`src/hdl/assert_macros.svh`:
```
// Assertion macros used by the top-level RTL file of the sorting line controller.
`ifndef ASSERT_MACROS_SVH
`define ASSERT_MACROS_SVH

// A condition that must hold at every clock edge out of reset.
`define ASSERT_ALWAYS(label, clk, rst, cond, msg) \
  label: assert property (@(posedge clk) disable iff (rst) (cond)) else $error(msg);

// A condition in one cycle that must be followed by a consequence in the next.
`define ASSERT_NEXT(label, clk, rst, ante, cons, msg) \
  label: assert property (@(posedge clk) disable iff (rst) (ante) |=> (cons)) \
    else $error(msg);

`endif

```
`src/hdl/cscc_pkg.sv`:
```
// Types and constants of the color sorting conveyor controller.
package cscc_pkg;

  typedef enum logic [1:0] {
    PH_WAIT  = 2'd0,
    PH_SENSE = 2'd1,
    PH_MOVE  = 2'd2,
    PH_EJECT = 2'd3
  } phase_t;

  typedef enum logic [1:0] {
    CLS_NONE  = 2'd0,
    CLS_WHITE = 2'd1,
    CLS_RED   = 2'd2,
    CLS_BLUE  = 2'd3
  } class_t;

  localparam int CFG_INDEX_BITS = 3;
  localparam int CFG_DATA_BITS  = 14;
  localparam int LIMIT_BITS     = 14;
  localparam int STEP_BITS      = 5;

  localparam logic [CFG_INDEX_BITS-1:0] REG_MIN_START   = 3'd0;
  localparam logic [CFG_INDEX_BITS-1:0] REG_WHITE_LIMIT = 3'd1;
  localparam logic [CFG_INDEX_BITS-1:0] REG_RED_LIMIT   = 3'd2;
  localparam logic [CFG_INDEX_BITS-1:0] REG_STEPS_WHITE = 3'd3;
  localparam logic [CFG_INDEX_BITS-1:0] REG_STEPS_RED   = 3'd4;
  localparam logic [CFG_INDEX_BITS-1:0] REG_STEPS_BLUE  = 3'd5;

  localparam int MIN_START_RESET   = 10000;
  localparam int WHITE_LIMIT_RESET = 2500;
  localparam int RED_LIMIT_RESET   = 5000;

  localparam logic [STEP_BITS-1:0] STEPS_WHITE_RESET = 5'd4;
  localparam logic [STEP_BITS-1:0] STEPS_RED_RESET   = 5'd9;
  localparam logic [STEP_BITS-1:0] STEPS_BLUE_RESET  = 5'd13;

  typedef struct packed {
    logic       conveyor_on;
    logic       compressor_on;
    logic       eject_white;
    logic       eject_red;
    logic       eject_blue;
    logic       lamp_white;
    logic       lamp_red;
    logic       lamp_blue;
    logic [1:0] phase_now;
  } result_t;

endpackage

```
`src/hdl/cscc_if.sv`:
```
// Handshake channels of the color sorting conveyor controller.
interface cscc_item_if #(
  parameter int SAMPLE_BITS = 14
) ();
  logic                   valid;
  logic                   ready;
  logic                   entry_barrier;
  logic                   exit_barrier;
  logic                   pulse_key;
  logic [SAMPLE_BITS-1:0] color_sample;
  logic                   white_waiting;
  logic                   red_waiting;
  logic                   blue_waiting;

  modport source (
    output valid, entry_barrier, exit_barrier, pulse_key, color_sample,
           white_waiting, red_waiting, blue_waiting,
    input  ready
  );
  modport sink (
    input  valid, entry_barrier, exit_barrier, pulse_key, color_sample,
           white_waiting, red_waiting, blue_waiting,
    output ready
  );
endinterface

interface cscc_result_if ();
  logic       valid;
  logic       ready;
  logic       conveyor_on;
  logic       compressor_on;
  logic       eject_white;
  logic       eject_red;
  logic       eject_blue;
  logic       lamp_white;
  logic       lamp_red;
  logic       lamp_blue;
  logic [1:0] phase_now;

  modport source (
    output valid, conveyor_on, compressor_on, eject_white, eject_red, eject_blue,
           lamp_white, lamp_red, lamp_blue, phase_now,
    input  ready
  );
  modport sink (
    input  valid, conveyor_on, compressor_on, eject_white, eject_red, eject_blue,
           lamp_white, lamp_red, lamp_blue, phase_now,
    output ready
  );
endinterface

interface cscc_cfg_if ();
  logic                                valid;
  logic                                ready;
  logic [cscc_pkg::CFG_INDEX_BITS-1:0] index;
  logic [cscc_pkg::CFG_DATA_BITS-1:0]  data;

  modport source (output valid, index, data, input ready);
  modport sink (input valid, index, data, output ready);
endinterface

```
`src/hdl/color_sort_conveyor_controller.sv`:
```
// Top level of the color sorting conveyor controller: phase sequencer and result register.
// A result beat is registered from its sensor beat and appears in the cycle after that beat is accepted.
// Throughput: one sensor beat per cycle; the result register takes the next beat in the
// cycle its current result is taken, and stalls input only when it is full and not taken.
// Reset (synchronous, rst high) returns to waiting with conveyor and compressor off,
// the color minimum at its start value and the configuration and sequencer registers at their defaults.
`include "assert_macros.svh"

module color_sort_conveyor_controller #(
  parameter int SAMPLE_BITS = 14
) (
  input  logic          clk,
  input  logic          rst,
  cscc_item_if.sink     items,
  cscc_result_if.source results,
  cscc_cfg_if.sink      cfg
);

  localparam int STEP_BITS = cscc_pkg::STEP_BITS;

  // Configuration registers.
  logic [SAMPLE_BITS-1:0] min_start;
  logic [SAMPLE_BITS-1:0] white_limit;
  logic [SAMPLE_BITS-1:0] red_limit;
  logic [STEP_BITS-1:0]   steps_white;
  logic [STEP_BITS-1:0]   steps_red;
  logic [STEP_BITS-1:0]   steps_blue;

  // Sequencer state.
  cscc_pkg::phase_t       phase, phase_next;
  logic [SAMPLE_BITS-1:0] color_min, color_min_next;
  logic [STEP_BITS-1:0]   steps_left, steps_left_next;
  logic                   key_prev, key_prev_next;
  cscc_pkg::class_t       sort_class, sort_class_next;
  logic                   conveyor_reg, conveyor_reg_next;
  logic                   compressor_reg, compressor_reg_next;

  cscc_pkg::result_t      result, result_next;
  logic                   result_valid;

  logic                   item_accept;
  logic [SAMPLE_BITS-1:0] sample_min;
  logic [STEP_BITS-1:0]   steps_dec;
  logic                   comp_out;
  logic                   eject_w, eject_r, eject_b;

  // The config data is sized for the widest limit; fit it to the sample width.
  logic [cscc_pkg::CFG_DATA_BITS+SAMPLE_BITS-1:0] cfg_ext;
  logic [SAMPLE_BITS-1:0]                          cfg_sample;

  assign cfg_ext    = {{SAMPLE_BITS{1'b0}}, cfg.data};
  assign cfg_sample = cfg_ext[SAMPLE_BITS-1:0];
  assign cfg.ready  = 1'b1;

  always_ff @(posedge clk) begin
    if (rst) begin
      min_start   <= SAMPLE_BITS'(cscc_pkg::MIN_START_RESET);
      white_limit <= SAMPLE_BITS'(cscc_pkg::WHITE_LIMIT_RESET);
      red_limit   <= SAMPLE_BITS'(cscc_pkg::RED_LIMIT_RESET);
      steps_white <= cscc_pkg::STEPS_WHITE_RESET;
      steps_red   <= cscc_pkg::STEPS_RED_RESET;
      steps_blue  <= cscc_pkg::STEPS_BLUE_RESET;
    end else if (cfg.valid) begin
      case (cfg.index)
        cscc_pkg::REG_MIN_START:   min_start   <= cfg_sample;
        cscc_pkg::REG_WHITE_LIMIT: white_limit <= cfg_sample;
        cscc_pkg::REG_RED_LIMIT:   red_limit   <= cfg_sample;
        cscc_pkg::REG_STEPS_WHITE: steps_white <= cfg.data[STEP_BITS-1:0];
        cscc_pkg::REG_STEPS_RED:   steps_red   <= cfg.data[STEP_BITS-1:0];
        cscc_pkg::REG_STEPS_BLUE:  steps_blue  <= cfg.data[STEP_BITS-1:0];
        default: ;
      endcase
    end
  end

  assign items.ready = !result_valid || results.ready;
  assign item_accept = items.valid && items.ready;

  assign sample_min = (items.color_sample < color_min) ? items.color_sample : color_min;
  // A rising key edge counts down, saturating at zero.
  assign steps_dec = (items.pulse_key && !key_prev && (steps_left != '0)) ?
                     steps_left - STEP_BITS'(1) : steps_left;

  // Next state.
  always_comb begin
    phase_next          = phase;
    color_min_next      = color_min;
    steps_left_next     = steps_left;
    key_prev_next       = key_prev;
    sort_class_next     = sort_class;
    conveyor_reg_next   = conveyor_reg;
    compressor_reg_next = compressor_reg;
    case (phase)
      cscc_pkg::PH_WAIT: begin
        if (!items.entry_barrier) begin
          phase_next        = cscc_pkg::PH_SENSE;
          conveyor_reg_next = 1'b1;
          color_min_next    = min_start;
        end
      end
      cscc_pkg::PH_SENSE: begin
        color_min_next = sample_min;
        if (!items.exit_barrier) begin
          phase_next          = cscc_pkg::PH_MOVE;
          compressor_reg_next = 1'b1;
          if (sample_min < white_limit) begin
            steps_left_next = steps_white;
            sort_class_next = cscc_pkg::CLS_WHITE;
          end else if (sample_min < red_limit) begin
            steps_left_next = steps_red;
            sort_class_next = cscc_pkg::CLS_RED;
          end else begin
            steps_left_next = steps_blue;
            sort_class_next = cscc_pkg::CLS_BLUE;
          end
        end
      end
      cscc_pkg::PH_MOVE: begin
        steps_left_next = steps_dec;
        key_prev_next   = items.pulse_key;
        if (steps_dec <= STEP_BITS'(1)) begin
          phase_next        = cscc_pkg::PH_EJECT;
          conveyor_reg_next = 1'b0;
        end
      end
      cscc_pkg::PH_EJECT: begin
        sort_class_next     = cscc_pkg::CLS_NONE;
        compressor_reg_next = 1'b0;
        phase_next          = cscc_pkg::PH_WAIT;
      end
      default: ;
    endcase
  end

  // Outputs of the tick.
  always_comb begin
    comp_out = compressor_reg;
    eject_w  = 1'b0;
    eject_r  = 1'b0;
    eject_b  = 1'b0;
    case (phase)
      cscc_pkg::PH_SENSE: comp_out = compressor_reg_next;
      cscc_pkg::PH_EJECT: begin
        eject_w = (sort_class == cscc_pkg::CLS_WHITE);
        eject_r = (sort_class == cscc_pkg::CLS_RED);
        eject_b = (sort_class == cscc_pkg::CLS_BLUE);
      end
      default: ;
    endcase
    result_next.conveyor_on   = conveyor_reg_next;
    result_next.compressor_on = comp_out;
    result_next.eject_white   = eject_w;
    result_next.eject_red     = eject_r;
    result_next.eject_blue    = eject_b;
    result_next.lamp_white    = !items.white_waiting;
    result_next.lamp_red      = !items.red_waiting;
    result_next.lamp_blue     = !items.blue_waiting;
    result_next.phase_now     = phase_next;
  end

  always_ff @(posedge clk) begin
    if (rst) begin
      phase          <= cscc_pkg::PH_WAIT;
      color_min      <= SAMPLE_BITS'(cscc_pkg::MIN_START_RESET);
      steps_left     <= '0;
      key_prev       <= 1'b0;
      sort_class     <= cscc_pkg::CLS_NONE;
      conveyor_reg   <= 1'b0;
      compressor_reg <= 1'b0;
    end else if (item_accept) begin
      phase          <= phase_next;
      color_min      <= color_min_next;
      steps_left     <= steps_left_next;
      key_prev       <= key_prev_next;
      sort_class     <= sort_class_next;
      conveyor_reg   <= conveyor_reg_next;
      compressor_reg <= compressor_reg_next;
    end
  end

  always_ff @(posedge clk) begin
    if (rst) begin
      result_valid <= 1'b0;
    end else if (item_accept) begin
      result_valid <= 1'b1;
    end else if (results.ready) begin
      result_valid <= 1'b0;
    end
  end

  always_ff @(posedge clk) begin
    if (item_accept) begin
      result <= result_next;
    end
  end

  assign results.valid         = result_valid;
  assign results.conveyor_on   = result.conveyor_on;
  assign results.compressor_on = result.compressor_on;
  assign results.eject_white   = result.eject_white;
  assign results.eject_red     = result.eject_red;
  assign results.eject_blue    = result.eject_blue;
  assign results.lamp_white    = result.lamp_white;
  assign results.lamp_red      = result.lamp_red;
  assign results.lamp_blue     = result.lamp_blue;
  assign results.phase_now     = result.phase_now;

  // The conveyor runs exactly while a part is being sensed or moved.
  `ASSERT_ALWAYS(a_conveyor_phase, clk, rst,
    conveyor_reg == (phase == cscc_pkg::PH_SENSE || phase == cscc_pkg::PH_MOVE),
    "conveyor drive disagrees with phase")
  // The compressor holds from classification until the eject tick is done.
  `ASSERT_ALWAYS(a_compressor_phase, clk, rst,
    compressor_reg == (phase == cscc_pkg::PH_MOVE || phase == cscc_pkg::PH_EJECT),
    "compressor drive disagrees with phase")
  // At most one ejector fires for a result beat.
  `ASSERT_ALWAYS(a_eject_onehot, clk, rst,
    !result_valid || $onehot0({result.eject_white, result.eject_red, result.eject_blue}),
    "more than one ejector pulsed")
  // An accepted beat in the eject phase always returns the sequencer to waiting.
  `ASSERT_NEXT(a_eject_to_wait, clk, rst,
    item_accept && phase == cscc_pkg::PH_EJECT,
    phase == cscc_pkg::PH_WAIT && sort_class == cscc_pkg::CLS_NONE,
    "eject tick did not return to waiting")

endmodule
```
`src/flat_wrapper.sv`:
```
// flat-port wrapper written by rule: the top's interface ports become plain ports
module color_sort_conveyor_controller_flat 
#(
  parameter int SAMPLE_BITS = 14
)
  (clk, rst, items_valid, items_entry_barrier, items_exit_barrier, items_pulse_key, items_color_sample, items_white_waiting, items_red_waiting, items_blue_waiting, items_ready, results_valid, results_conveyor_on, results_compressor_on, results_eject_white, results_eject_red, results_eject_blue, results_lamp_white, results_lamp_red, results_lamp_blue, results_phase_now, results_ready, cfg_valid, cfg_index, cfg_data, cfg_ready);
  cscc_item_if #(.SAMPLE_BITS(SAMPLE_BITS)) items_i ();
  cscc_result_if results_i ();
  cscc_cfg_if cfg_i ();
  input  logic clk;
  input  logic rst;
  input wire logic [$bits(items_i.valid)-1:0] items_valid;
  input wire logic [$bits(items_i.entry_barrier)-1:0] items_entry_barrier;
  input wire logic [$bits(items_i.exit_barrier)-1:0] items_exit_barrier;
  input wire logic [$bits(items_i.pulse_key)-1:0] items_pulse_key;
  input wire logic [$bits(items_i.color_sample)-1:0] items_color_sample;
  input wire logic [$bits(items_i.white_waiting)-1:0] items_white_waiting;
  input wire logic [$bits(items_i.red_waiting)-1:0] items_red_waiting;
  input wire logic [$bits(items_i.blue_waiting)-1:0] items_blue_waiting;
  output wire logic [$bits(items_i.ready)-1:0] items_ready;
  output wire logic [$bits(results_i.valid)-1:0] results_valid;
  output wire logic [$bits(results_i.conveyor_on)-1:0] results_conveyor_on;
  output wire logic [$bits(results_i.compressor_on)-1:0] results_compressor_on;
  output wire logic [$bits(results_i.eject_white)-1:0] results_eject_white;
  output wire logic [$bits(results_i.eject_red)-1:0] results_eject_red;
  output wire logic [$bits(results_i.eject_blue)-1:0] results_eject_blue;
  output wire logic [$bits(results_i.lamp_white)-1:0] results_lamp_white;
  output wire logic [$bits(results_i.lamp_red)-1:0] results_lamp_red;
  output wire logic [$bits(results_i.lamp_blue)-1:0] results_lamp_blue;
  output wire logic [$bits(results_i.phase_now)-1:0] results_phase_now;
  input wire logic [$bits(results_i.ready)-1:0] results_ready;
  input wire logic [$bits(cfg_i.valid)-1:0] cfg_valid;
  input wire logic [$bits(cfg_i.index)-1:0] cfg_index;
  input wire logic [$bits(cfg_i.data)-1:0] cfg_data;
  output wire logic [$bits(cfg_i.ready)-1:0] cfg_ready;
  assign items_i.valid = items_valid;
  assign items_i.entry_barrier = items_entry_barrier;
  assign items_i.exit_barrier = items_exit_barrier;
  assign items_i.pulse_key = items_pulse_key;
  assign items_i.color_sample = items_color_sample;
  assign items_i.white_waiting = items_white_waiting;
  assign items_i.red_waiting = items_red_waiting;
  assign items_i.blue_waiting = items_blue_waiting;
  assign items_ready = items_i.ready;
  assign results_valid = results_i.valid;
  assign results_conveyor_on = results_i.conveyor_on;
  assign results_compressor_on = results_i.compressor_on;
  assign results_eject_white = results_i.eject_white;
  assign results_eject_red = results_i.eject_red;
  assign results_eject_blue = results_i.eject_blue;
  assign results_lamp_white = results_i.lamp_white;
  assign results_lamp_red = results_i.lamp_red;
  assign results_lamp_blue = results_i.lamp_blue;
  assign results_phase_now = results_i.phase_now;
  assign results_i.ready = results_ready;
  assign cfg_i.valid = cfg_valid;
  assign cfg_i.index = cfg_index;
  assign cfg_i.data = cfg_data;
  assign cfg_ready = cfg_i.ready;
  color_sort_conveyor_controller #(.SAMPLE_BITS(SAMPLE_BITS)) u_core (.clk(clk), .rst(rst), .items(items_i), .results(results_i), .cfg(cfg_i));
endmodule
```
`config.mk`:
```
export PLATFORM = sky130hd
export DESIGN_NAME = color_sort_conveyor_controller_flat
export DESIGN_NICKNAME = d
export VERILOG_FILES = /design/src/hdl/cscc_pkg.sv /design/src/hdl/cscc_if.sv /design/src/hdl/color_sort_conveyor_controller.sv /design/src/flat_wrapper.sv
export VERILOG_INCLUDE_DIRS = /design/src /design/src/hdl
export SDC_FILE = /design/constraint.sdc
export NUM_CORES = 1
export LEC_CHECK = 0
export BUFFER_PORTS_ARGS = -buffer_cell sky130_fd_sc_hd__buf_2
export CAP_MARGIN = 20
export CORE_MARGIN = 2
export CORE_UTILIZATION = 55
export CTS_CLUSTER_DIAMETER = 150
export DETAILED_ROUTE_END_ITERATION = 7
export PLACE_DENSITY = 0.76
export SETUP_SLACK_MARGIN = 0.3
export SLEW_MARGIN = 20
export SYNTH_ARGS = -nofsm -noshare
export SYNTH_HDL_FRONTEND = slang
export SYNTH_SLANG_ARGS = --single-unit
```
`constraint.sdc`:
```
create_clock -name clk -period 6.64 [get_ports clk]
set_input_delay 0.664 -clock clk [delete_from_list [all_inputs] [get_ports clk]]
set_output_delay 0.664 -clock clk [all_outputs]
set_load 0.1 [all_outputs]
```
==> results by stage, run 1 <==
Run status:
- The run finished with clean final reports.

Yosys:
- Each instance of the synthesized netlist takes up on average between 8 and 9 um2.
- The dominant synthesized flop cell is dfxtp_1.
- The flip-flop and latch count after synthesis is 94.
- By area, the combinational part of the netlist is dominated by compound AO/OA/AOI/OAI gates.
- The simple-gate share of the synthesized area is a little under a fifth.
- The fraction of synthesis flops using an asynchronous set or reset pin is 0%.
- The fraction of synthesized cell area in xor and xnor cells is less than 1%.
- The total of warnings raised by yosys is 0.
- The post-synth net total is 683.
- The adder-cell area share of the yosys netlist is between 10 and 15%.
- The number of library cell types mapped by synthesis is between 50 and 60.
- After synthesis the cells add up to ~4900 um2.
- The cell count after synthesis is ~600.
- The post-synthesis compound-gate area fraction is approximately a fifth.
- The multiplexer share of the synthesized area is roughly 3.6%.
- Counting flops with a built-in enable in the synthesized netlist gives 10.
- Sequential elements use roughly two fifths of the synthesized area.

Floorplan:
- For this configuration, the core starts out at a cell density of between 50% and 60%.
- The die width is slightly below 100 um.
- The floorplan step defined a die boundary enclosing 9770 um2.
- The floorplan step defined a core boundary enclosing 8720 um2.
- From bottom edge to top edge, the die measures around 99 um.
- The initialized floorplan defines 34 standard-cell rows.
- The I/O pin count is between 50 and 60.

Setup path:
- Together, buffers and inverters on the worst path number 1.
- Data on the critical path arrives at its endpoint at between 4 and 5 ns.
- The start point of the critical path is items_color_sample[12].
- The type of element launching the critical path is an input pin.
- Grouping stages by cell kind, the critical path spends the most delay in compound AO/OA/AOI/OAI gates.
- The signal on the critical path passes through buf_2, ha_1, and3_1, o21ai_0, nand2_1, a21oi_2, o21ai_0, ha_1, a2111oi_0, o21ai_0, a221oi_1, o21a_1, nand2_1, mux2i_1, a211oi_1.
- The start-to-end type of the worst setup path is in -> reg.
- Along the worst path, the maximum fanout reaches 26.
- The startpoint of the worst register-to-register path is u_core.color_min[12]$_SDFFE_PP0P_.
- In this design, the stage delay of the slowest critical-path cell is about 0.68 ns.
- The cell repeated most along the worst path is o21ai_0.
- The critical path endpoint category is a flop.
- Among all stages on the critical path, the largest delay is contributed by a21oi_2.
- At the worst endpoint, the required time is slightly below 7 ns.

Placed design:
- The congestion estimate from routability-driven global placement came to roughly 0.91.
- The count of port buffers added during placement is 53.
- Counting tap cells, the placed design contains a total of 737 instances.
- Once detailed placement completed, the half-perimeter wirelength came to approximately 8500 um.

Power and ir drop:
- The sequential power share is a little under half.
- The static leakage power is about 2.3 nW.
- For this design the total switching power over the nets is between 0.0004 and 0.0005 W.
- The completed layout was analyzed and its total power is between 0.001 and 0.0015 W.
- For this design the ratio of total power to cell area is 237 nW/um2.
- Across the VDD grid, the largest voltage drop is roughly 0.14 mV.
- The share of total power dissipated in the clock network is ~33%.
- The proportion of total power due to net switching is 31.2%.
- Per report_power, the combinational group accounts for between 20% and 30% of the total.
- The internal power of the cells is 0.000896 W.

Drt:
- The detail-routed via count per cell is 5.74.
- The average wire per cell in the routed design is about 16 um.
- The detailed-route wire length is 11800 um.
- After detailed routing, the number of remaining DRC violations is 0.
- The total number of vias is roughly 4300.
- The pre-antenna-repair detailed-routing pass consisted of 5 iterations.
- The iteration-0 DRC count of the detailed router is 263.
- Once detail routing completed, the nets flagged for antenna violations numbered 0.

Clocking:
- The largest buffer count on any clock path is 2.
- The number of resized instances in the post-cts repair step is 0.
- The count of buffers added by post-CTS timing repair for setup is 0.
- The TritonCTS clock tree is built.
- For the worst-skew pair, the clock arrives at the later sink with an insertion delay of roughly 0.37 ns.
- After clock tree synthesis, the clock-pin slew on the worst setup and hold paths is 0.09 ns.
- The TritonCTS buffer count is 9.
- The CTS sink count is 94.
- The H-tree was split into 3 levels.
- The root buffer cell chosen for the clock tree is clkbuf_8.
- The number of hold buffers added after CTS was 0.

Global route:
- The initial antenna violation count is 0.
- The remaining global-route overflow is 0.
- The number of global-route vias before repair came to just under 4000.
- The overall routing resource usage is 24.2%.
- Entering global routing, the biggest net connects about 60 pins.
- The global-route wire length before repair is between 15000 and 20000 um.

STA:
- The max-slew headroom at the worst pin is between 20 and 30%.
- The time the worst path needs with I/O delays and setup is around 4.5 ns.
- The final max-slew violation count was 0.
- Setup repair after global routing left no endpoint under its margin.
- The total negative setup slack is 0 ns.
- The number of setup violations in the final report is 0.
- The hold violation count in the final report is 0.
- For the pin with the worst max-slew slack, the measured transition is between 1 and 1.5 ns.
- Based on the critical path, the design can be clocked at up to 0.223 GHz.
- The final setup skew is 0.0146 ns.
- The final cycle utilization of the critical path is between 60% and 70%.

Cells and area:
- The layout cell share with drive strength beyond 1 is 13.3%.
- The commonest non-fill, non-tap cell in the layout is nand2_1.
- The sequential cell area is 1980 um2.
- 0 antenna diodes ended up in the layout.
- In the layout the commonest cells are 129 x nand2_1, 84 x dfxtp_1, 53 x buf_2, 52 x inv_1, 52 x a21oi_1.
- Leaving out filler cells and counting taps, the final layout contains between 700 and 800.
- For this run, the post-layout net count is 722.
- The final-layout fill cell count is around 800.
- The multi-input combinational cells in the finished layout cover a total of around 2700 um2.
- The area growth from synthesis to final layout is 10.8%.

Hold path:
- The startpoint of the lowest-slack hold path is u_core.red_limit[5]$_SDFFE_PP0P_.
- The path type of the worst min-delay path is reg -> reg.

Flow run:
- The tool flagged a number of max-cap violations equal to 0.
## tightest hold or removal path: cells and delay by family, from the launching register on
family           cells  cell delay, ns
flip-flops           1            0.32
AND/OR/NAND/NOR      1            0.05
AO/OA/AOI/OAI        1            0.05
## metal layers
layer | track usage [%] | wire length [um]
met5 | 0 | 0
met4 | 6.64 | 161
met3 | 3.83 | 634
met2 | 37.6 | 5230
met1 | 35.1 | 5740
## path summary, 6_finish.rpt
| kind | endpoint | slack (ns) | cells after the start |
|---|---|---|---|
| max | u_core.steps_left[2]$_SDFFE_PP0P_ | 2.16 | 15 |
| min | u_core.red_limit[5]$_SDFFE_PP0P_ | 0.46 | 2 |
| min reg2reg | u_core.red_limit[5]$_SDFFE_PP0P_ | 0.46 | 2 |
| max reg2reg | u_core.steps_left[2]$_SDFFE_PP0P_ | 2.19 | 15 |
## synth_stat cells (3+ instances only)
master / n / share of area [%]
a211oi_1: 4 / 0.61
a21o_1: 5 / 0.76
a21oi_1: 52 / 5.3
a21oi_2: 4 / 0.71
and2_1: 4 / 0.51
and3_1: 3 / 0.38
buf_1: 5 / 0.38
clkbuf_1: 19 / 1.4
dfxtp_1: 84 / 34
edfxtp_1: 10 / 6.1
ha_1: 40 / 10
inv_1: 52 / 3.9
mux2i_1: 18 / 3.6
nand2_1: 129 / 9.8
nand2b_1: 5 / 0.63
nand3_1: 16 / 1.6
nand4_1: 7 / 0.88
nor2_1: 33 / 2.5
nor2b_1: 5 / 0.63
nor3_1: 5 / 0.51
o211ai_1: 17 / 2.6
o21a_1: 5 / 0.76
o21ai_0: 23 / 2.3
o21ai_1: 4 / 0.40
o221ai_1: 15 / 2.7
## area by class of cell
class | instances | share of cell area, %
clock buffer | 9 | 2.26
inverter | 54 | 3.70
multi-input combinational | 426 | 48.5
sequential | 94 | 36.1
tap | 108 | 2.46
timing repair buffer | 55 | 5.11
clock inverter | 7 | 1.87
## power groups by stage
stage	combinational, W	sequential, W	clock (W)
after floorplan	0.000163	0.000644	0
after global placement	0.000247	0.000618	0
after CTS	0.000258	0.000606	0.000438
final	0.000261	0.000606	0.000434
after global routing	0.000291	0.000608	0.000460
after detailed placement	0.000256	0.000619	0
## stage by stage
stage | hold WS, ns | utilization, % | setup slack [ns] | cell area, um2
4_1_cts | 0.460 | 62.9 | 2.24 | 5480
3_5_place_dp | 0.446 | 60.3 | 1.91 | 5260
2_1_floorplan | 0.432 | - | 2.88 | 4950
6_report | 0.459 | 62.9 | 2.16 | 5480
5_1_grt | 0.481 | 62.9 | 1.73 | 5480
3_3_place_gp | 0.440 | 60.3 | 2.05 | 5260
## cell families (layout without fill, tap and decap cells)
family / count (synthesis) / in the layout
AO/OA/AOI/OAI: 151 / 151
XOR/XNOR: 1 / 1
adder cells (fa/ha/maj): 40 / 40
buffers and inverters: 81 / 125
flip-flops: 94 / 94
multiplexers: 18 / 18
other: 1 / 1
AND/OR/NAND/NOR: 215 / 215
Note: power is estimated with default switching activity, not from simulation.
==> run 2, diff against run 1 <==
--- a/config.mk
+++ b/config.mk
@@ -6,10 +6,11 @@
 export SDC_FILE = /design/constraint.sdc
 export NUM_CORES = 1
 export LEC_CHECK = 0
+export ABC_AREA = 1
 export BUFFER_PORTS_ARGS = -buffer_cell sky130_fd_sc_hd__buf_2
 export CAP_MARGIN = 20
 export CORE_MARGIN = 2
-export CORE_UTILIZATION = 55
+export CORE_UTILIZATION = 53
 export CTS_CLUSTER_DIAMETER = 150
 export DETAILED_ROUTE_END_ITERATION = 7
 export PLACE_DENSITY = 0.76
==> constraint.sdc (replaced) <==
create_clock -name clk -period 3.8 [get_ports clk]
set_input_delay 0.38 -clock clk [delete_from_list [all_inputs] [get_ports clk]]
set_output_delay 0.38 -clock clk [all_outputs]
set_load 0.1 [all_outputs]
==> run 2 against run 1 <==
Final cell count rose by 9.2%. Largest power group unchanged. Highest routed layer unchanged. Sequential power rose by 78%. Die area is 3.0% higher. Sequential share of layout area down 0.55 points.
==> results by stage, run 2 <==
Run status:
- The run finished with clean final reports.

Yosys:
- In the post-synthesis netlist, the biggest area contributors are dfxtp_1 34%, ha_1 10%, inv_1 7.4%.
- Counting every net in the synthesized netlist gives approximately 740.
- Counting distinct cell types in the post-synthesis netlist gives 35.
- The portion of synthesized cell area occupied by the leading cell type is about a third.
- The synthesized netlist occupies a cell area of roughly 5000 um2.
- The dominant synthesized flop cell is dfxtp_1.
- The mean area per synthesized cell is between 7 and 8 um2.
- The synthesized design contains 10 enable-type register cells.
- The flip-flop and latch count after synthesis is 94.
- In the synthesized netlist, the number of instances is ~660.
- For this run, asynchronously set or reset flops after synthesis account for 0%.
- The dominant cell by count in the synthesized netlist is inv_1.
- Sequential cells were found to cover approximately two fifths of the synthesized design area.
- Sorting the synthesized cells by how often they occur yields 97 x inv_1, 96 x nand2_1, 84 x dfxtp_1.
- The cell accounting for the most synthesized area is dfxtp_1.
- During synthesis, Yosys emitted a total of 0 warnings.

Clocking:
- For this design, the sink count on the clock tree is 94.
- The post-CTS clock slew at the launch and capture registers of the worst setup and hold paths is around 0.10 ns.
- The longest clock path from root to sink contains 2 buffers.
- In this run the clock root is driven by a clkbuf_8.
- At the later pin of the worst-skew pair, clock insertion delay measures roughly 0.37 ns.
- The number of levels the H-tree was split into is 3.
- The TritonCTS clock tree is built.
- Counting the buffers created by CTS gives 9.

Power and ir drop:
- The maximum VDD drop is between 0.15 and 0.2 mV.
- Power spread over the standard cell area amounts to about 430 nW/um2.
- The sum of internal, switching and leakage power is between 0.002 and 0.0025 W.
- The static leakage power is 2.60 nW.

Global route:
- The initial antenna violation count was 0.
- Across every metal layer, demand over resource in global routing totals about a quarter.
- The global-route track usage on met1 is 33.7%.
- Global routing used 4.67% of the available met3 tracks.
- The first global-routing pass estimated approximately 19000 um of wire.
- Entering global routing, the biggest net connects 73 pins.
- The remaining global-route overflow is 0.
- The global routing usage on met2 is 36.1%.
- The number of global-route vias before repair was between 4000 and 5000.
- met2 is the most crowded layer.

Drt:
- After detailed routing, the average wire length per cell comes to 14.0 um.
- Summing over every cut layer, the via total after detailed routing is 4424.
- The detail-routed via count per cell is 5.38.
- After detailed routing, the total wire length is about 12000 um.
- The iteration-0 DRC count of the detailed router is 232.
- In the routed design, unresolved DRC markers number 0.
- The pre-antenna-repair detailed-routing pass consisted of 5 iterations.
- Once detail routing completed, the nets flagged for antenna violations numbered 0.

STA:
- Setup repair after global routing left no endpoint under its margin.
- The transition at the pin with the smallest max-transition slack is between 0.6 and 0.7 ns.
- The worst path in the final design needs a cycle of ~3.3 ns, including I/O delays and setup.
- For the final database, setup skew stands at approximately 0.012 ns.
- The hold violation count in the final report came to 0.
- The number of setup violations in the final report is 0.
- After layout, the worst path uses 86.0% of the clock period.
- The max-slew headroom at the worst pin is between 50% and 60%.
- For the final routed database, the setup TNS stands at 0 ns.
- The final max-slew violation count came to 0.
- The worst hold slack is roughly 0.25 ns.
- The fmax is about 0.31 GHz.

Cells and area:
- The area growth from synthesis to final layout is 13.2%.
- For this run, the post-layout net count is between 700 and 800.
- In the layout the commonest cells are 97 x inv_1, 96 x nand2_1, 84 x dfxtp_1, 65 x nor2_1, 60 x a21oi_1.
- The number of diodes is 0.
- Cells with a size suffix above 1 make up between 10% and 20% of the layout.
- The commonest non-fill, non-tap cell in the layout is inv_1.
- The final instance count without filler cells is between 800 and 900.
- At the end of the flow the core is filled with cells to 61.1%.

Flow run:
- Max-cap violations in this run came to 0.

Setup path:
- The start-to-end type of the worst setup path is reg -> reg.
- The gate family responsible for the most delay along the worst path is simple AND/OR/NAND/NOR gates.
- On the critical path, the stage with the largest delay is an instance of dfxtp_1.
- The worst register-to-register path has a setup slack of 0.53 ns.
- The required time at the worst-slack endpoint is approximately 4.1 ns.
- STA puts the critical path data arrival time at 3.53 ns.
- The total buffers and inverters traversed by the critical path is 1.
- The largest single stage delay on the critical path is about 0.34 ns.
- The critical path endpoint category is a flop.
- The worst setup path is launched from a flop.
- The maximum net fanout on the critical path is 13.
- Walking the worst path, the cells encountered are inv_1, ha_1, nand2_1, nor2_2, nand2_1, nand3_1, nor2_4, nand2_4, a21oi_4, ha_1, a21oi_1, nor2_1, a211oi_2, o221a_2, nand2_4, or2_1, nand3_1, a21oi_2.

Floorplan:
- The die width is 100 um.
- The height of the die is 100 um.
- After floorplanning, the core was sized to cover slightly above 9000 um2.
- Once the floorplan was initialized, standard cells occupied a little over half of the core.
- The I/O pin count is 55.
- The floorplan has 35 rows.
- The floorplan step defined a die boundary enclosing 10100 um2.

Placed design:
- At the end of routability-driven placement, the weighted congestion stood at 0.901.
- The number of placed instances, taps included, is 804.
- The final HPWL from detailed placement is around 8500 um.
- The count of port buffers added during placement is 53.

Hold path:
- The worst hold path belongs to the class in -> reg.
run 2: cell count changes in the layout (fill, tap and decap cells not counted), sizes merged, moves of 14 or more:
cell / delta
nand3: +14
mux2i: -18
o221ai: -15
nand2: -23
a21oi: +19
o21ai: +34
inv: +48
nor2: +35
run 2: what timing repair did:
action	in CTS	in global routing
resized for setup	1	16
hold buffers	0	0
setup buffers	0	1
setup endpoints to repair	1	6
pin swaps	0	3
cloned	0	1
run 2: path summary, 6_finish.rpt:
path	cells after the start	end	startpoint
hold / removal	2	u_core.results.lamp_red$_DFFE_PP_	items_red_waiting
hold reg to reg	2	u_core.steps_blue[4]$_SDFFE_PP0P_	u_core.steps_blue[4]$_SDFFE_PP0P_
setup reg to reg	18	u_core.steps_left[3]$_SDFFE_PP0P_	u_core.color_min[11]$_SDFFE_PP0P_
setup / recovery	18	u_core.steps_left[3]$_SDFFE_PP0P_	u_core.color_min[11]$_SDFFE_PP0P_
run 2: routing by layer:
metal	vias up	wire length (um)	share of wire [%]
li1	2264	-	-
met1	2027	5620	49
met2	118	5190	45
met3	15	545	4.7
met4	0	166	1.4
met5	-	0	0
run 2: power breakdown:
part           switching [W]  internal, W  total, W
clock               0.000365     0.000307  0.000672
sequential         0.0000238      0.00105   0.00108
combinational       0.000424     0.000211  0.000635
run 2: final cells by class:
type | instances | area [um2]
flip-flops and latches | 94 | 1980
well taps | 111 | 139
clock buffers | 9 | 124
fillers | 831 | 3540
repair buffers | 59 | 314
multi-input cells | 437 | 2540
inverters | 105 | 394
clock inverters | 7 | 72.6
run 2: metrics by stage:
step	instance area [um2]	setup slack, ns
2_1_floorplan	4920	0.667
3_3_place_gp	5280	0.416
3_5_place_dp	5280	0.163
4_1_cts	5480	0.395
5_1_grt	5570	0.290
6_report	5570	0.531
run 2: cells by family after synthesis:
logic type      after synthesis  share of synthesized area (%)
xor+xnor                      2                          0.356
buf+inv                     127                           9.82
other cells                   1                         0.0762
compound gates              174                           20.2
flops                        94                           40.3
simple gates                219                           19.1
fa+ha+maj                    40                           10.2
==> run 3, diff against run 2 <==
==> constraint.sdc (replaced) <==
create_clock -name clk -period 3.8 [get_ports clk]
set_input_delay 0.76 -clock clk [delete_from_list [all_inputs] [get_ports clk]]
set_output_delay 0.76 -clock clk [all_outputs]
set_load 0.1 [all_outputs]
==> run 3 against run 2 <==
Sequential share of layout area shrank 0.91 points. Critical path depth increased by 1. Setup slack lost 0.13 ns. Critical path type is now in -> reg. Critical endpoint is now u_core.steps_left[0]$_SDFFE_PP0P_. Largest power group unchanged.
==> results by stage, run 3 (same netlist as run 2, synthesis figures left out) <==
Global route:
- The global-route wire length before repair is ~19000 um.
- The remaining global-route overflow is 0.
- The number of global-route vias before repair came to between 4000 and 5000.
- The overall routing resource usage is 24.0%.
- Entering global routing, the biggest net connects 39 pins.
- The initial antenna violation count came to 0.

Power and ir drop:
- The clock network is responsible for between 20% and 30% of the overall power.
- The sequential power share is a little over two fifths.
- The maximum VDD drop is about 0.26 mV.
- The proportion of total power due to net switching is 34.7%.
- The reported net switching power is approximately 0.00086 W.
- Combinational logic burns 28.4% of the power.
- The internal power of the cells is 0.00161 W.
- For this design the ratio of total power to cell area is roughly 430 nW/um2.
- For this design the static power due to leakage is between 2 and 3 nW.

Clocking:
- The number of buffers inserted by hold repair at cts is 0.
- The clock latency of the later-clocked register in the worst-skew pair is 0.36 ns.
- The root buffer cell is clkbuf_8.
- The H-tree was split into 3 levels.
- The post-CTS clock slew at the launch and capture registers of the worst setup and hold paths is around 0.1 ns.
- Counting every sink on the clock net gives 94.
- The number of clock buffers added by TritonCTS is 9.
- TritonCTS built the clock tree.
- The clock passes through at most 2 buffers.

Setup path:
- Data on the critical path arrives at its endpoint at 3.66 ns.
- The depth of the most critical reg-to-reg path is 19.
- Along the worst path, the maximum fanout reaches 9.
- The worst setup path is captured at a flop.
- The worst setup path is of the in -> reg kind.
- The type of element launching the critical path is an input pin.
- The required time at the worst-slack endpoint is between 4 and 5 ns.

Floorplan:
- Once the floorplan was initialized, standard cells occupied 54.0% of the core.
- For this design the top-level I/O count stands at 55.
- After floorplanning, the core was divided into 35 placement rows.
- In this run the horizontal extent of the chip is about 100 um.
- The area of the core is between 9000 and 10000 um2.
- The die is roughly 100 um tall.
- The die outline area is slightly above 10000 um2.

Drt:
- The number of search-and-repair iterations in the first detailed-routing pass is 5.
- For this block, the routed nets add up to 12100 um of wire.
- Dividing the detail-routed via count by the number of cells gives 5.42.
- The average wire per cell in the routed design is roughly 15 um.
- The count of unresolved DRC violations after routing is 0.
- The iteration-0 DRC count of the detailed router is 262.
- Once detail routing completed, the nets flagged for antenna violations numbered 0.
- The total number of vias is between 4000 and 5000.

STA:
- The final setup skew is 0.0107 ns.
- The number of setup violations in the final report is 0.
- The worst hold slack is approximately 0.47 ns.
- The total negative setup slack is 0 ns.
- Measured against its own limit, the worst slew margin works out to 37.1%.
- The final max-slew violation count came to 0.
- The final cycle utilization of the critical path is about nine tenths.
- The transition at the pin with the smallest max-transition slack is about 0.94 ns.
- Setup repair after global routing left no endpoint under its margin.
- For this run, the top clock speed supported by timing is ~0.29 GHz.
- The hold violation count in the final report was 0.
- The smallest clock period supported by the final layout is computed as around 3.4 ns.

Cells and area:
- The area of all placed cells without fillers is approximately 5700 um2.
- Leaving out fill and tap cells, the most frequent cell in the layout is inv_1.
- 0 antenna diodes ended up in the layout.
- The top cell types in the final layout, fill and taps aside, are 97 x inv_1, 95 x nand2_1, 84 x dfxtp_1, 62 x nor2_1, 58 x o21ai_0.
- Cells fill a little over three fifths of the core in the end.
- The number of nets in the layout is ~800.
- The layout cell share with drive strength beyond 1 is 18.7%.
- The area growth from synthesis to layout is 16.2%.

Placed design:
- The count of port buffers added during placement is 53.
- The placer's final routability congestion estimate is slightly above 0.9.
- Once detailed placement completed, the half-perimeter wirelength came to approximately 8600 um.
- The total cell area at the placement stage is between 5000 and 6000 um2.

Run status:
- The flow ran to the end, and the final reports show no timing, DRC or antenna violations.

Hold path:
- In this run the worst hold path is classified as reg -> reg.
- The number of cells on the worst hold path is 2.

Flow run:
- Max-cap violations in this run came to 0.
run 3: final timing paths:
check                                        start                                 to  slack, ns
hold reg to reg   u_core.red_limit[4]$_SDFFE_PP0P_   u_core.red_limit[4]$_SDFFE_PP0P_       0.47
setup reg to reg  u_core.color_min[9]$_SDFFE_PP1P_  u_core.steps_left[0]$_SDFFE_PP0P_       0.52
setup / recovery            items_color_sample[12]  u_core.steps_left[0]$_SDFFE_PP0P_       0.40
hold / removal    u_core.red_limit[4]$_SDFFE_PP0P_   u_core.red_limit[4]$_SDFFE_PP0P_       0.47
run 3: power by group through the flow:
stage               Combinational [W]  Sequential (W)  Clock [W]
global placement             0.000576         0.00110          0
finish                       0.000702         0.00108   0.000694
global route                 0.000774         0.00108   0.000742
detailed placement           0.000598         0.00110          0
floorplan                    0.000394         0.00115          0
CTS                          0.000606         0.00108   0.000700
run 3: final cells by class:
cell class | instances | area [um2]
Clock buffer | 9 | 124
Clock inverter | 7 | 80.1
Fill cell | 814 | 3390
Inverter | 105 | 394
Multi-Input combinational cell | 438 | 2640
Sequential cell | 94 | 1980
Tap cell | 111 | 139
Timing Repair Buffer | 64 | 360
run 3: critical path: stages:
cell	delay, ns
buf_2	0.11
ha_1	0.30
nand2_2	0.08
inv_1	0.05
nand2_1	0.08
nand3_2	0.09
nor2_4	0.31
nand2_8	0.14
nor2_1	0.18
a21oi_2	0.08
ha_1	0.28
nand2_1	0.10
nor2_1	0.06
a211oi_2	0.19
o221a_2	0.33
nand2_4	0.11
or2_1	0.24
nand3_1	0.10
a21oi_2	0.05
run 3: routing by layer:
metal | up-vias | part of all wire [%] | GRT usage (%) | routed length [um]
li1 | 2286 | - | - | -
met3 | 19 | 5.6 | 4.04 | 673
met5 | - | 0 | 0 | 0
met4 | 0 | 1.7 | 6.74 | 200
met1 | 2049 | 48 | 34.2 | 5740
met2 | 135 | 45 | 37.5 | 5440
run 3: timing repair:
action | CTS | global route
setup buffers | 0 | 4
setup endpoints to repair | 0 | 6
resized for setup | 0 | 31
run 3: stage by stage:
step                      cells  power, W  setup WS, ns
final                       828   0.00247         0.400
after global routing        828   0.00260         0.248
after CTS                   822   0.00238         0.321
after detailed placement    806   0.00170      -0.00702
after global placement      806   0.00167         0.112
after floorplan             657   0.00154         0.435
